## src/rtl/cove_pkg.sv

```systemverilog
// Package for the option value extractor: result kinds, scan phases,
// configuration register indexes and sizes. No dependencies.
`timescale 1ns / 1ps
`default_nettype none

package cove_pkg;

	localparam int MAX_NAME_BYTES = 32;
	localparam int NAME_WORDS     = 4;
	localparam int WORD_BITS      = 64;
	localparam int LEN_BITS       = 6;
	localparam int IDX_BITS       = 5;
	localparam int CFG_IDX_BITS   = 3;

	localparam logic [CFG_IDX_BITS-1:0] CFG_NAME_LENGTH = 3'd0;
	localparam logic [CFG_IDX_BITS-1:0] CFG_NAME_WORD_0 = 3'd1;
	localparam logic [CFG_IDX_BITS-1:0] CFG_NAME_WORD_1 = 3'd2;
	localparam logic [CFG_IDX_BITS-1:0] CFG_NAME_WORD_2 = 3'd3;
	localparam logic [CFG_IDX_BITS-1:0] CFG_NAME_WORD_3 = 3'd4;

	localparam logic [7:0] CHR_NEWLINE = 8'h0A;
	localparam logic [7:0] CHR_EQUALS  = 8'h3D;
	localparam logic [7:0] CHR_SPACE   = 8'h20;
	localparam logic [7:0] CHR_TAB     = 8'h09;
	localparam logic [7:0] CHR_CR      = 8'h0D;

	typedef enum logic [2:0] {
		KIND_BYTE      = 3'd0,
		KIND_DONE      = 3'd1,
		KIND_NOT_FOUND = 3'd2,
		KIND_EOL_NAME  = 3'd3,
		KIND_NO_EQ     = 3'd4,
		KIND_EOL_EQ    = 3'd5,
		KIND_UNTERM    = 3'd6
	} kind_t;

	typedef enum logic [5:0] {
		PH_MATCH      = 6'b000001,
		PH_SKIP_LINE  = 6'b000010,
		PH_AFTER_NAME = 6'b000100,
		PH_AFTER_EQ   = 6'b001000,
		PH_VALUE      = 6'b010000,
		PH_DONE       = 6'b100000
	} phase_t;

	typedef struct packed {
		kind_t       kind;
		logic [7:0]  data_byte;
		logic [31:0] line_number;
		logic        last;
	} result_t;

	function automatic logic is_ws(input logic [7:0] b);
		return (b == CHR_SPACE) || ((b >= CHR_TAB) && (b <= CHR_CR));
	endfunction

	function automatic logic [31:0] sat_inc(input logic [31:0] v);
		return (v == 32'hFFFF_FFFF) ? v : v + 32'd1;
	endfunction

endpackage

`default_nettype wire

```

## src/rtl/config_option_value_extractor.sv

```systemverilog
// Option value extractor top level: input register, scan logic, result register.
// Depends on cove_pkg.
//
//  channel | signals                                          | direction
//  --------+--------------------------------------------------+----------
//  input   | in_valid, in_ready, in_byte, is_end              | in
//  result  | out_valid, out_ready, kind, data_byte,           | out
//          | line_number, last                                |
//  config  | cfg_wr_en, cfg_index, cfg_data                   | in
//
// One word per cycle while results are taken; an accepted word moves from the input
// register through the scan logic into the result register.
// Reset arms the scan (matching at line 1) and clears the name registers.
// A held result stalls the input register, which in turn drops in_ready.
`timescale 1ns / 1ps
`default_nettype none

module config_option_value_extractor (
	input  wire logic                               clk,
	input  wire logic                               arst_n,
	input  wire logic                               cfg_wr_en,
	input  wire logic [cove_pkg::CFG_IDX_BITS-1:0]  cfg_index,
	input  wire logic [cove_pkg::WORD_BITS-1:0]     cfg_data,
	input  wire logic                               in_valid,
	output logic                                    in_ready,
	input  wire logic [7:0]                         in_byte,
	input  wire logic                               is_end,
	output logic                                    out_valid,
	input  wire logic                               out_ready,
	output logic [2:0]                              kind,
	output logic [7:0]                              data_byte,
	output logic [31:0]                             line_number,
	output logic                                    last
);

	// configuration
	logic [cove_pkg::LEN_BITS-1:0]                            name_length_q;
	logic [cove_pkg::NAME_WORDS*cove_pkg::WORD_BITS-1:0]      name_bytes_q;

	// input register
	logic        valid_s1;
	logic [7:0]  byte_s1;
	logic        end_s1;

	// scan state
	cove_pkg::phase_t              phase_q, phase_d;
	logic [cove_pkg::LEN_BITS-1:0] match_index_q, match_index_d;
	logic [31:0]                   line_count_q, line_count_d;
	logic [31:0]                   found_line_q, found_line_d;
	logic [7:0]                    delimiter_q, delimiter_d;

	// result register
	logic                 out_valid_q;
	cove_pkg::result_t    res_q, res_d;
	logic                 emit;
	logic                 advance;

	logic [cove_pkg::LEN_BITS-1:0] len_eff;
	logic [7:0]                    name_byte;
	logic                          is_nl;

	always_ff @(posedge clk or negedge arst_n) begin
		if (!arst_n) begin
			name_length_q <= '0;
			name_bytes_q  <= '0;
		end else if (cfg_wr_en) begin
			unique case (cfg_index)
				cove_pkg::CFG_NAME_LENGTH: name_length_q <= cfg_data[cove_pkg::LEN_BITS-1:0];
				cove_pkg::CFG_NAME_WORD_0: name_bytes_q[0*64 +: 64] <= cfg_data;
				cove_pkg::CFG_NAME_WORD_1: name_bytes_q[1*64 +: 64] <= cfg_data;
				cove_pkg::CFG_NAME_WORD_2: name_bytes_q[2*64 +: 64] <= cfg_data;
				cove_pkg::CFG_NAME_WORD_3: name_bytes_q[3*64 +: 64] <= cfg_data;
				default: ;
			endcase
		end
	end

	assign len_eff = (name_length_q > cove_pkg::LEN_BITS'(cove_pkg::MAX_NAME_BYTES))
		? cove_pkg::LEN_BITS'(cove_pkg::MAX_NAME_BYTES) : name_length_q;
	assign name_byte = name_bytes_q[match_index_q[cove_pkg::IDX_BITS-1:0]*8 +: 8];
	assign is_nl     = (byte_s1 == cove_pkg::CHR_NEWLINE);

	// advance the input register whenever the result register is free or draining
	assign advance  = valid_s1 && (!out_valid_q || out_ready);
	assign in_ready = !valid_s1 || advance;

	always_ff @(posedge clk or negedge arst_n) begin
		if (!arst_n) begin
			valid_s1 <= 1'b0;
		end else if (in_ready) begin
			valid_s1 <= in_valid;
		end
	end

	always_ff @(posedge clk) begin
		if (in_ready && in_valid) begin
			byte_s1 <= in_byte;
			end_s1  <= is_end;
		end
	end

	always_comb begin
		phase_d       = phase_q;
		match_index_d = match_index_q;
		line_count_d  = line_count_q;
		found_line_d  = found_line_q;
		delimiter_d   = delimiter_q;
		emit          = 1'b0;
		res_d         = '{kind: cove_pkg::KIND_BYTE, data_byte: 8'd0,
			line_number: found_line_q, last: 1'b1};

		if (end_s1) begin
			// re-arm on every end word
			phase_d       = cove_pkg::PH_MATCH;
			match_index_d = '0;
			line_count_d  = 32'd1;
			found_line_d  = '0;
			delimiter_d   = '0;
			unique case (phase_q)
				cove_pkg::PH_MATCH, cove_pkg::PH_SKIP_LINE: begin
					emit              = 1'b1;
					res_d.kind        = cove_pkg::KIND_NOT_FOUND;
					res_d.line_number = '0;
				end
				cove_pkg::PH_AFTER_NAME: begin
					emit       = 1'b1;
					res_d.kind = cove_pkg::KIND_EOL_NAME;
				end
				cove_pkg::PH_AFTER_EQ: begin
					emit       = 1'b1;
					res_d.kind = cove_pkg::KIND_EOL_EQ;
				end
				cove_pkg::PH_VALUE: begin
					emit       = 1'b1;
					res_d.kind = cove_pkg::KIND_UNTERM;
				end
				default: ;
			endcase
		end else begin
			unique case (phase_q)
				cove_pkg::PH_MATCH: begin
					if (match_index_q < len_eff) begin
						if (is_nl) begin
							line_count_d  = cove_pkg::sat_inc(line_count_q);
							match_index_d = '0;
						end else if (byte_s1 == name_byte) begin
							match_index_d = match_index_q + 1'b1;
						end else begin
							phase_d = cove_pkg::PH_SKIP_LINE;
						end
					end else if (byte_s1 == cove_pkg::CHR_EQUALS || cove_pkg::is_ws(byte_s1)) begin
						found_line_d = line_count_q;
						if (is_nl) begin
							phase_d           = cove_pkg::PH_DONE;
							emit              = 1'b1;
							res_d.kind        = cove_pkg::KIND_EOL_NAME;
							res_d.line_number = line_count_q;
						end else if (byte_s1 == cove_pkg::CHR_EQUALS) begin
							phase_d = cove_pkg::PH_AFTER_EQ;
						end else begin
							phase_d = cove_pkg::PH_AFTER_NAME;
						end
					end else begin
						phase_d = cove_pkg::PH_SKIP_LINE;
					end
				end
				cove_pkg::PH_SKIP_LINE: begin
					if (is_nl) begin
						line_count_d  = cove_pkg::sat_inc(line_count_q);
						match_index_d = '0;
						phase_d       = cove_pkg::PH_MATCH;
					end
				end
				cove_pkg::PH_AFTER_NAME: begin
					priority if (is_nl) begin
						phase_d    = cove_pkg::PH_DONE;
						emit       = 1'b1;
						res_d.kind = cove_pkg::KIND_EOL_NAME;
					end else if (cove_pkg::is_ws(byte_s1)) begin
					end else if (byte_s1 == cove_pkg::CHR_EQUALS) begin
						phase_d = cove_pkg::PH_AFTER_EQ;
					end else begin
						phase_d         = cove_pkg::PH_DONE;
						emit            = 1'b1;
						res_d.kind      = cove_pkg::KIND_NO_EQ;
						res_d.data_byte = byte_s1;
					end
				end
				cove_pkg::PH_AFTER_EQ: begin
					priority if (is_nl) begin
						phase_d    = cove_pkg::PH_DONE;
						emit       = 1'b1;
						res_d.kind = cove_pkg::KIND_EOL_EQ;
					end else if (!cove_pkg::is_ws(byte_s1)) begin
						delimiter_d = byte_s1;
						phase_d     = cove_pkg::PH_VALUE;
					end
				end
				cove_pkg::PH_VALUE: begin
					emit = 1'b1;
					if (byte_s1 == delimiter_q) begin
						phase_d    = cove_pkg::PH_DONE;
						res_d.kind = cove_pkg::KIND_DONE;
					end else begin
						if (is_nl) begin
							line_count_d = cove_pkg::sat_inc(line_count_q);
						end
						res_d.kind      = cove_pkg::KIND_BYTE;
						res_d.data_byte = byte_s1;
						res_d.last      = 1'b0;
					end
				end
				default: ;
			endcase
		end
	end

	always_ff @(posedge clk or negedge arst_n) begin
		if (!arst_n) begin
			phase_q       <= cove_pkg::PH_MATCH;
			match_index_q <= '0;
			line_count_q  <= 32'd1;
			found_line_q  <= '0;
			delimiter_q   <= '0;
		end else if (advance) begin
			phase_q       <= phase_d;
			match_index_q <= match_index_d;
			line_count_q  <= line_count_d;
			found_line_q  <= found_line_d;
			delimiter_q   <= delimiter_d;
		end
	end

	always_ff @(posedge clk or negedge arst_n) begin
		if (!arst_n) begin
			out_valid_q <= 1'b0;
		end else if (advance && emit) begin
			out_valid_q <= 1'b1;
		end else if (out_ready) begin
			out_valid_q <= 1'b0;
		end
	end

	always_ff @(posedge clk) begin
		if (advance && emit) begin
			res_q <= res_d;
		end
	end

	assign out_valid   = out_valid_q;
	assign kind        = res_q.kind;
	assign data_byte   = res_q.data_byte;
	assign line_number = res_q.line_number;
	assign last        = res_q.last;

endmodule

`default_nettype wire

```

## config.mk

```make
export PLATFORM = sky130hd
export DESIGN_NAME = config_option_value_extractor
export DESIGN_NICKNAME = d
export VERILOG_FILES = /design/src/rtl/cove_pkg.sv /design/src/rtl/config_option_value_extractor.sv
export SDC_FILE = /design/constraint.sdc
export NUM_CORES = 1
export LEC_CHECK = 0
export BUFFER_PORTS_ARGS = -buffer_cell sky130_fd_sc_hd__buf_2
export CORE_AREA = 2 2 280 282
export CTS_CLUSTER_SIZE = 25
export DETAILED_ROUTE_END_ITERATION = 12
export DIE_AREA = 0 0 282 284
export SLEW_MARGIN = 20
export SYNTH_ARGS = -nofsm -noshare
export SYNTH_HDL_FRONTEND = slang
export SYNTH_SLANG_ARGS = --single-unit
```

## constraint.sdc

```tcl
create_clock -name clk -period 5.2 [get_ports clk]
set_input_delay 0.26 -clock clk [delete_from_list [all_inputs] [get_ports clk]]
set_output_delay 0.26 -clock clk [all_outputs]
set_load 0.03 [all_outputs]
```

==> results.sh, run 1 <==
export IMPL_outcome="finished, final reports clean"
export IMPL_finalMaxSlewViolations=0
export IMPL_grt_setup_unrepaired="false"
export IMPL_htreeDepth=2
export IMPL_viasPerCell=4.740
export IMPL_yosysSeqAreaShare_pct=53.73
export IMPL_maxCapViolations=0
export IMPL_synth_area_per_cell_um2=12.65
export IMPL_syn2layout_area_growth_pct=21.12
export IMPL_finClkSkew_ns=0.05786
export IMPL_postCtsSetupBuffers=0
export IMPL_intPower_mw=6.559
export IMPL_wl_per_cell_um=18.33
export IMPL_irDropWorstVdd_v=0.0002388
export IMPL_finalHoldViolCount=0
export IMPL_cts_sinks=401
export IMPL_tns_ns=0
export IMPL_crit_type="reg -> reg"
export IMPL_required_ns=5.73
export IMPL_routed_wl_um=50550
export IMPL_critPathArrivalTime_ns=4.50
export IMPL_p_per_area_nw_per_um2=395.1
export IMPL_vias=13070
export IMPL_drc_errors=0
export IMPL_clkTransAtPathRegs_ns=0.06
export IMPL_pwr_share_clk_pct=36.3
export IMPL_die_area_um2=80090
export IMPL_clockRootBuffer="clkbuf_16"
export IMPL_grt_pass1_wl_um=79820
export IMPL_ys_async_sr_fraction_pct=86.78
export IMPL_ys_flop_type="dfrtp_1"
export IMPL_relSlewSlack_pct=24.68
export IMPL_rows=102
export IMPL_clock_latency_ns=0.59
export IMPL_io_buffers=126
export IMPL_end_kind="flip-flop"
export IMPL_coreArea_um2=76960
export IMPL_postRouteAntennaNets=0
export IMPL_grtUsageTotal_pct=12.62
export IMPL_grt_pass1_vias=13680
export IMPL_place_area_um2=20940
export IMPL_dp_hpwl_um=34460
export IMPL_seq_power_share_pct=44.5
export IMPL_ys_warnings_count=0
export IMPL_finalCoreUtilization_pct=30.18
export IMPL_start_util_pct=24.91
export IMPL_antenna_found_initial=6
export IMPL_yosys_area_top_type="dfrtp_1"
export IMPL_swShare_pct=28.52
export IMPL_die_width_um=282
export IMPL_cp_max_fo=32
export IMPL_netSwitchingPower_mw=2.616
export IMPL_holdWs_ns=0.01387
export IMPL_worst_slack_ns=1.227
export IMPL_p_leak_nw=9.586
export IMPL_cts_buffers=44
export IMPL_crit_path_start_kind="flip-flop"
export IMPL_min_path_type="in -> reg"
export IMPL_tritoncts="built"
export IMPL_grt_overflow=0
export IMPL_yosys_area_top_type_share_pct=45.16
export IMPL_first_pass_iters=5
export IMPL_fmax_ghz=0.2517
export IMPL_pwr_share_comb_pct=19.2
export IMPL_power_mw=9.175
export IMPL_tightest_slew_ns=1.130
export IMPL_syn_area_um2=19170
export IMPL_fin_cells=2758
export IMPL_clock_path_buffers=3
export IMPL_period_share_pct=76.41
export IMPL_design_area_um2=23220
export IMPL_place_congestion=0.8373
export IMPL_ys_seq_elements=401
export IMPL_fp_dieH_um=284
export IMPL_final_nets=1768
export IMPL_netlist_instances=1516
export IMPL_period_minus_slack_ns=3.973
export IMPL_setup_viol=0
export IMPL_dp_cells=2601
export IMPL_synth_edf_count=53
export IMPL_synth_area_top_cells="dfrtp_1, mux2_2, edfxtp_1"
export IMPL_yosysUniqueCellTypes=72
export IMPL_drive_gt1_share_pct=32.71
export IMPL_place_ws_ns=1.227
export IMPL_grt_max_degree=163
export IMPL_ios=127
export IMPL_drt_iter0_drc=842
export IMPL_syn_num_nets=1604
## timing repair
action	in CTS	in global routing
endpoints found under the hold margin	296	0
hold buffers	73	0
gates resized for setup	0	0
## final timing paths
check                                  from  cells past startpoint  slack (ns)                end
hold reg to reg            found_line_q[30]                      2        0.49   found_line_q[30]
setup reg to reg           match_index_q[1]                      9        1.23   match_index_q[5]
max in group asynchronous            arst_n                      3        3.64   name_bytes_q[45]
setup / recovery           match_index_q[1]                      9        1.23   match_index_q[5]
min in group asynchronous            arst_n                      2        0.18          out_valid
hold / removal                 cfg_data[15]                      2        0.01  name_bytes_q[143]
## Yosys cell counts, types with 16 or more instances
library cell  instances
a21oi_1              19
a22oi_1              16
buf_2                19
clkbuf_1             71
dfrtp_1             346
edfxtp_1             53
inv_1                24
mux2_2              265
mux2i_1              84
mux4_2               48
nand2_1             149
nand3_1              36
nand4_1              36
nor2_1               47
nor4_1               17
o21ai_0              48
o21ai_1              21
xnor2_1              20
## logic make-up (layout without fill, tap and decap cells)
group | after synthesis | count (layout) | synth area share (%)
DFF | 401 | 401 | 53.73
muxes | 399 | 399 | 25.70
adders and majority gates | 7 | 7 | 0.4568
other | 0 | 3 | 0
buffers and inverters | 129 | 328 | 2.826
xor gates and xnor gates | 33 | 33 | 1.507
and+or+nand+nor | 386 | 386 | 10.30
AOI/OAI and AO/OA | 161 | 161 | 5.475
## sequential cells by signal, indices dropped and copies added (netlist names)
register and flops:
delimiter_q 8, byte_s1 8, phase_q 6, valid_s1 1, end_s1 1, name_length_q 6, line_count_q 32, last 1
kind 3, name_bytes_q 256, data_byte 8, match_index_q 6, out_valid 1, found_line_q 32, line_number 32
## power groups by stage
stage	clock (mW)	sequential, mW	combinational (mW)
global route	3.53	4.16	1.93
finish	3.33	4.09	1.76
CTS	3.42	4.09	1.78
global placement	0	4.11	1.67
floorplan	0	4.08	1.16
detailed placement	0	4.14	1.73
## placed cells by master (no fill, tap or decap), types with 16 or more instances in the layout
cell type and n:
mux2i_1 84, nand3_1 36, mux2_2 265, buf_2 125, a22oi_1 16, nor4_1 17, clkbuf_16 44, dfrtp_1 344
edfxtp_1 53, o21ai_1 21, nor2_1 47, nand4_1 36, a21oi_1 19, dlygate4sd3_1 73, xnor2_1 20, inv_1 24
mux4_2 48, buf_4 21, nand2_1 149, o21ai_0 48
## critical path, cell delays in order (launching register included)
cell,delay (ns)
dfrtp_4,0.80
buf_4,0.55
mux4_2,0.42
mux4_2,0.48
mux2i_1,0.43
xnor2_1,0.14
a211oi_2,0.23
nand3_1,0.23
o41ai_1,0.46
a21o_1,0.13
## cell type report
cell class	instances	area, µm²
Fill cell	7717	53730
Clock inverter	26	355.3
Multi-Input combinational cell	986	8394
Tap cell	1040	1301
Sequential cell	401	10310
Clock buffer	55	1192
Antenna cell	3	7.507
Timing Repair Buffer	222	1569
Inverter	25	93.84
## routing by layer
metal / vias up / part of all wire [%] / GRT usage [%]
met4: 4 / 2.2 / 3.524
met2: 321 / 50 / 21.26
met1: 6761 / 43 / 16.35
met3: 75 / 5.5 / 2.511
met5: - / 0.059 / 0
li1: 5913 / - / -
(Power assumes the default switching activity.)
==> inputs of run 2 (changes only) <==
Clock period 5.2 ns to 3.6 ns, I/O delays scaled along.
==> results.sh, run 2 (same netlist as run 1, synthesis figures left out) <==
export IMPL_outcome="finished, final reports clean"
export IMPL_largest_reg_flops=256
export IMPL_die_width_um=282
export IMPL_grt_pass1_wl_um=79560
export IMPL_worst_slack_ns=0.2197
export IMPL_r2r_start="match_index_q[2]"
export IMPL_fmax_ghz=0.2958
export IMPL_period_minus_slack_ns=3.380
export IMPL_period_share_pct=93.90
export IMPL_routed_wl_um=50420
export IMPL_postRouteAntennaNets=0
export IMPL_crit_chain="nor2b_1, a22oi_1, and3_1, or4_1, o2111ai_1, nand2_1, and4b_1, o31ai_4, mux2i_1"
export IMPL_swShare_pct=28.69
export IMPL_wl_met2_um=24280
export IMPL_pwr_share_clk_pct=34.8
export IMPL_fin_cells=2782
export IMPL_pwr_share_comb_pct=20.0
export IMPL_finalHoldViolCount=0
export IMPL_drt_iter0_drc=860
export IMPL_place_congestion=0.8713
export IMPL_p_per_area_nw_per_um2=556.0
export IMPL_syn2layout_area_growth_pct=22.59
export IMPL_r2r_cells=9
export IMPL_tightest_slew_ns=0.9819
export IMPL_layout_commonest_cell="dfrtp_1"
export IMPL_min_delay_path_depth=3
export IMPL_power_mw=13.07
export IMPL_clock_path_buffers=3
export IMPL_start_util_pct=24.91
export IMPL_wl_met1_um=22270
export IMPL_grt_overflow=0
export IMPL_crit_path_start="match_index_q[2]"
export IMPL_first_pass_iters=5
export IMPL_viasPerCell=4.672
export IMPL_met3_length_um=2552
export IMPL_cp_max_fo=13
export IMPL_maxCapViolations=0
export IMPL_cts_buffers=42
export IMPL_drc_errors=0
export IMPL_grt_max_degree=98
export IMPL_seq_power_share_pct=45.2
export IMPL_finalMaxSlewViolations=0
export IMPL_dp_cells=2626
export IMPL_intPower_mw=9.319
export IMPL_critical_path_top_delay_family="simple AND/OR/NAND/NOR gates"
export IMPL_coreArea_um2=76960
export IMPL_crit_slowest_cell="dfrtp_1"
export IMPL_critPathArrivalTime_ns=3.88
export IMPL_top_register="name_bytes_q"
export IMPL_ff2ff_setup_slack_ns=0.22
export IMPL_dp_hpwl_um=35150
export IMPL_vias=13000
export IMPL_drive_gt1_share_pct=33.54
export IMPL_fp_dieH_um=284
export IMPL_finClkSkew_ns=0.03894
export IMPL_final_nets=1795
export IMPL_clock_latency_ns=0.58
export IMPL_grt_setup_unrepaired="false"
export IMPL_tritoncts="built"
export IMPL_cts_sinks=401
export IMPL_critPathMaxStageDelay_ns=0.77
export IMPL_wl_per_cell_um=18.13
export IMPL_die_area_um2=80090
export IMPL_relSlewSlack_pct=34.54
export IMPL_irDropWorstVdd_v=0.0003528
export IMPL_place_ws_ns=0.1680
export IMPL_netSwitchingPower_mw=3.749
export IMPL_grt_pass1_vias=13370
export IMPL_top_layer="met5"
export IMPL_crit_type="reg -> reg"
export IMPL_min_path_type="in -> reg"
export IMPL_holdPathEnd="name_length_q[5]"
export IMPL_hp_start="cfg_index[1]"
export IMPL_postCtsSetupBuffers=0
export IMPL_htreeDepth=2
export IMPL_clockRootBuffer="clkbuf_16"
export IMPL_final_cell_mix="dfrtp_1, mux2_2, nand2_1"
export IMPL_p_leak_nw=9.734
export IMPL_rows=102
export IMPL_tns_ns=0
export IMPL_required_ns=4.10
export IMPL_io_buffers=126
export IMPL_antenna_found_initial=1
export IMPL_setup_viol=0
export IMPL_clkTransAtPathRegs_ns=0.06
export IMPL_cp_buffers_inverters=0
export IMPL_crit_path_start_kind="flip-flop"
export IMPL_grtUsageTotal_pct=12.63
export IMPL_ios=127
export IMPL_reg2reg_to="match_index_q[1]"
export IMPL_end_kind="flip-flop"
## run 2: cell types whose count changed in the layout (fill, tap and decap cells not counted), moves of 3 or more
cell / previous run / this run
clkbuf_8: 5 / 12
bufinv_16: 7 / 3
buf_12: 2 / 12
buf_4: 21 / 36
inv_6: 3 / 0
dlygate4sd3_1: 73 / 77
## run 2: stage by stage
step | instance area (µm²) | util (%) | hold slack (ns)
CTS | 23490 | 30.52 | 0.08352
finish | 23500 | 30.54 | 0.1061
global route | 23500 | 30.54 | 0.1414
global placement | 21250 | 27.61 | 0.2650
floorplan | 19190 | - | -0.1156
detailed placement | 21250 | 27.61 | 0.3033
## run 2: worst reg2reg max path, delay by kind of cell, from the launching register on
kind,cells,cell delay (ns)
simple gates,5,1.64
flops,1,0.77
compound gates,3,0.66
mux,1,0.23
## run 2: power by group through the flow
stage	sequential, mW	clock [mW]	combinational, mW
global route	6.01	4.85	2.85
floorplan	5.89	0	1.67
detailed placement	5.99	0	2.54
finish	5.90	4.55	2.61
global placement	5.94	0	2.48
CTS	5.91	4.67	2.62
## run 2: cell type report
| cell class | instances | area, µm² |
|---|---|---|
| clock buffers | 62 | 1267 |
| inverters | 25 | 93.84 |
| multi-input cells | 986 | 8407 |
| fillers | 7651 | 53450 |
| clock inverters | 16 | 200.2 |
| diodes | 1 | 2.502 |
| repair buffers | 251 | 1922 |
| well taps | 1040 | 1301 |
| flip-flops and latches | 401 | 10310 |
## run 2: metal layers
metal,global-route usage [%],vias up
li1,-,5947
met1,16.80,6652
met2,20.87,329
met3,2.182,68
met4,3.830,2
met5,0,-
## run 2: worst max-delay path by stage
stage,slack [ns],depth (start not counted),end
2_1_floorplan,0.37,11,out_valid
3_3_place_gp,0.24,11,match_index_q[4]
3_5_place_dp,0.17,9,phase_q[3]
4_1_cts,0.14,9,phase_q[3]
5_1_grt,0.04,11,phase_q[3]
6_report,0.22,9,match_index_q[1]
## run 2: timing repair
action | CTS | global route
hold endpoints to repair | 363 | 0
hold buffers | 77 | 0
endpoints found under the setup margin | 0 | 5
gates resized for setup | 0 | 1
==> inputs of run 3 (changes only) <==
Settings changed: BUFFER_PORTS_ARGS -buffer_cell sky130_fd_sc_hd__buf_2 to unset, DONT_BUFFER_PORTS set to 1, PLACE_DENSITY set to 0.4.
==> results.sh, run 3 (same netlist as run 1, synthesis figures left out) <==
export IMPL_maxCapViolations=0
export IMPL_fin_cells=2671
export IMPL_clock_latency_ns=0.61
export IMPL_postCtsSetupBuffers=0
export IMPL_p_leak_nw=9.275
export IMPL_grt_overflow=0
export IMPL_min_path_type="in -> async"
export IMPL_worst_slack_ns=0.2676
export IMPL_required_ns=4.07
export IMPL_crit_path_start_kind="flip-flop"
export IMPL_failed_checks="negative hold slack"
export IMPL_drc_errors=0
export IMPL_r2r_start="name_length_q[5]"
export IMPL_r2r_cells=11
export IMPL_dp_cells=2498
export IMPL_crit_type="reg -> reg"
export IMPL_clkTransAtPathRegs_ns=0.06
export IMPL_vias=12340
export IMPL_swShare_pct=28.63
export IMPL_antenna_found_initial=8
export IMPL_rows=102
export IMPL_grt_pass1_wl_um=83430
export IMPL_pwr_share_comb_pct=17.7
export IMPL_first_pass_iters=5
export IMPL_routed_wl_um=53760
export IMPL_final_cell_mix="dfrtp_1, mux2_2, nand2_1"
export IMPL_place_ws_ns=0.1773
export IMPL_pwr_share_clk_pct=37.2
export IMPL_outcome="finished with violations"
export IMPL_grtUsageTotal_pct=13.58
export IMPL_ff2ff_setup_slack_ns=0.27
export IMPL_seq_power_share_pct=45.1
export IMPL_place_area_um2=20540
export IMPL_coreArea_um2=76960
export IMPL_grt_pass1_vias=12770
export IMPL_dp_hpwl_um=35160
export IMPL_io_buffers=0
export IMPL_finClkSkew_ns=0.03118
export IMPL_viasPerCell=4.620
export IMPL_tightest_slew_ns=1.085
export IMPL_p_per_area_nw_per_um2=579.5
export IMPL_clockRootBuffer="clkbuf_16"
export IMPL_fmax_ghz=0.3001
export IMPL_tritoncts="built"
export IMPL_htreeDepth=2
export IMPL_die_width_um=282
export IMPL_period_share_pct=92.57
export IMPL_clock_path_buffers=3
export IMPL_critPathArrivalTime_ns=3.80
export IMPL_end_kind="flip-flop"
export IMPL_finalHoldViolCount=348
export IMPL_holdWs_ns=-0.7265
export IMPL_start_util_pct=24.91
export IMPL_cp_max_fo=8
export IMPL_irDropWorstVdd_v=0.0003093
export IMPL_ios=127
export IMPL_die_area_um2=80090
export IMPL_netSwitchingPower_mw=3.814
export IMPL_hold_buffers=81
export IMPL_intPower_mw=9.506
export IMPL_fp_dieH_um=284
export IMPL_wl_per_cell_um=20.13
export IMPL_cts_sinks=401
export IMPL_place_congestion=0.7466
export IMPL_reg2reg_to="phase_q[4]"
export IMPL_finalMaxSlewViolations=0
export IMPL_layout_commonest_cell="dfrtp_1"
export IMPL_cts_buffers=49
export IMPL_postRouteAntennaNets=0
export IMPL_drive_gt1_share_pct=28.23
export IMPL_period_minus_slack_ns=3.332
export IMPL_grt_max_degree=349
export IMPL_largest_reg_flops=256
export IMPL_top_register="name_bytes_q"
export IMPL_grt_setup_unrepaired="false"
export IMPL_design_area_um2=22990
export IMPL_relSlewSlack_pct=27.67
export IMPL_setup_viol=0
export IMPL_tns_ns=0
export IMPL_drt_iter0_drc=828
export IMPL_final_nets=1678
export IMPL_syn2layout_area_growth_pct=19.88
run 3: worst max-delay path: stages, from the launching register on:
cell	delay, ns
dfrtp_1	0.37
inv_1	0.17
nand2_1	0.09
ha_1	0.27
a21o_1	0.15
a21o_1	0.19
a2111oi_2	0.52
o21ai_1	0.32
nand2b_1	0.28
nand4b_1	0.27
o211ai_2	0.21
mux2_1	0.36
run 3: how the worst max path moves through the flow:
stage / slack [ns] / depth (start not counted) / end / from
after floorplan: 0.37 / 11 / out_valid / match_index_q[0]
after global placement: 0.23 / 9 / phase_q[4] / match_index_q[0]
after global routing: 0.04 / 10 / match_index_q[1] / match_index_q[0]
after CTS: 0.17 / 9 / phase_q[4] / match_index_q[0]
final: 0.27 / 11 / phase_q[4] / name_length_q[5]
after detailed placement: 0.18 / 9 / phase_q[3] / match_index_q[0]
run 3: final cells by class:
class                   instances  area (µm²)
diodes                          5       12.51
repair buffers                127        1256
clock buffers                  72        1444
clock inverters                15       170.2
fillers                      7781       53970
well taps                    1040        1301
multi-input cells             986        8398
inverters                      25       93.84
flip-flops and latches        401       10310
run 3: what timing repair did:
item / CTS / global route
endpoints found under the setup margin: 0 / 4
resized for setup: 0 / 1
endpoints found under the hold margin: 621 / 348
run 3: per-layer routing:
metal	share of wire [%]	global-route usage [%]	vias up
li1	-	-	5745
met1	45	17.99	6324
met2	48	22.41	194
met3	3.9	2.668	72
met4	2.3	3.803	6
met5	0.082	0	-
run 3: power groups by stage:
stage	registers, mW	logic [mW]	clock network [mW]
floorplan	5.89	1.67	0
global placement	6.08	2.24	0
detailed placement	6.10	2.27	0
CTS	6.02	2.40	5.15
global route	6.11	2.58	5.34
finish	6.01	2.36	4.95
run 3: through the flow:
step	utilization [%]	power, mW
floorplan	-	7.567
global placement	26.70	8.314
detailed placement	26.70	8.362
CTS	29.85	13.56
global route	29.87	14.03
finish	29.87	13.32
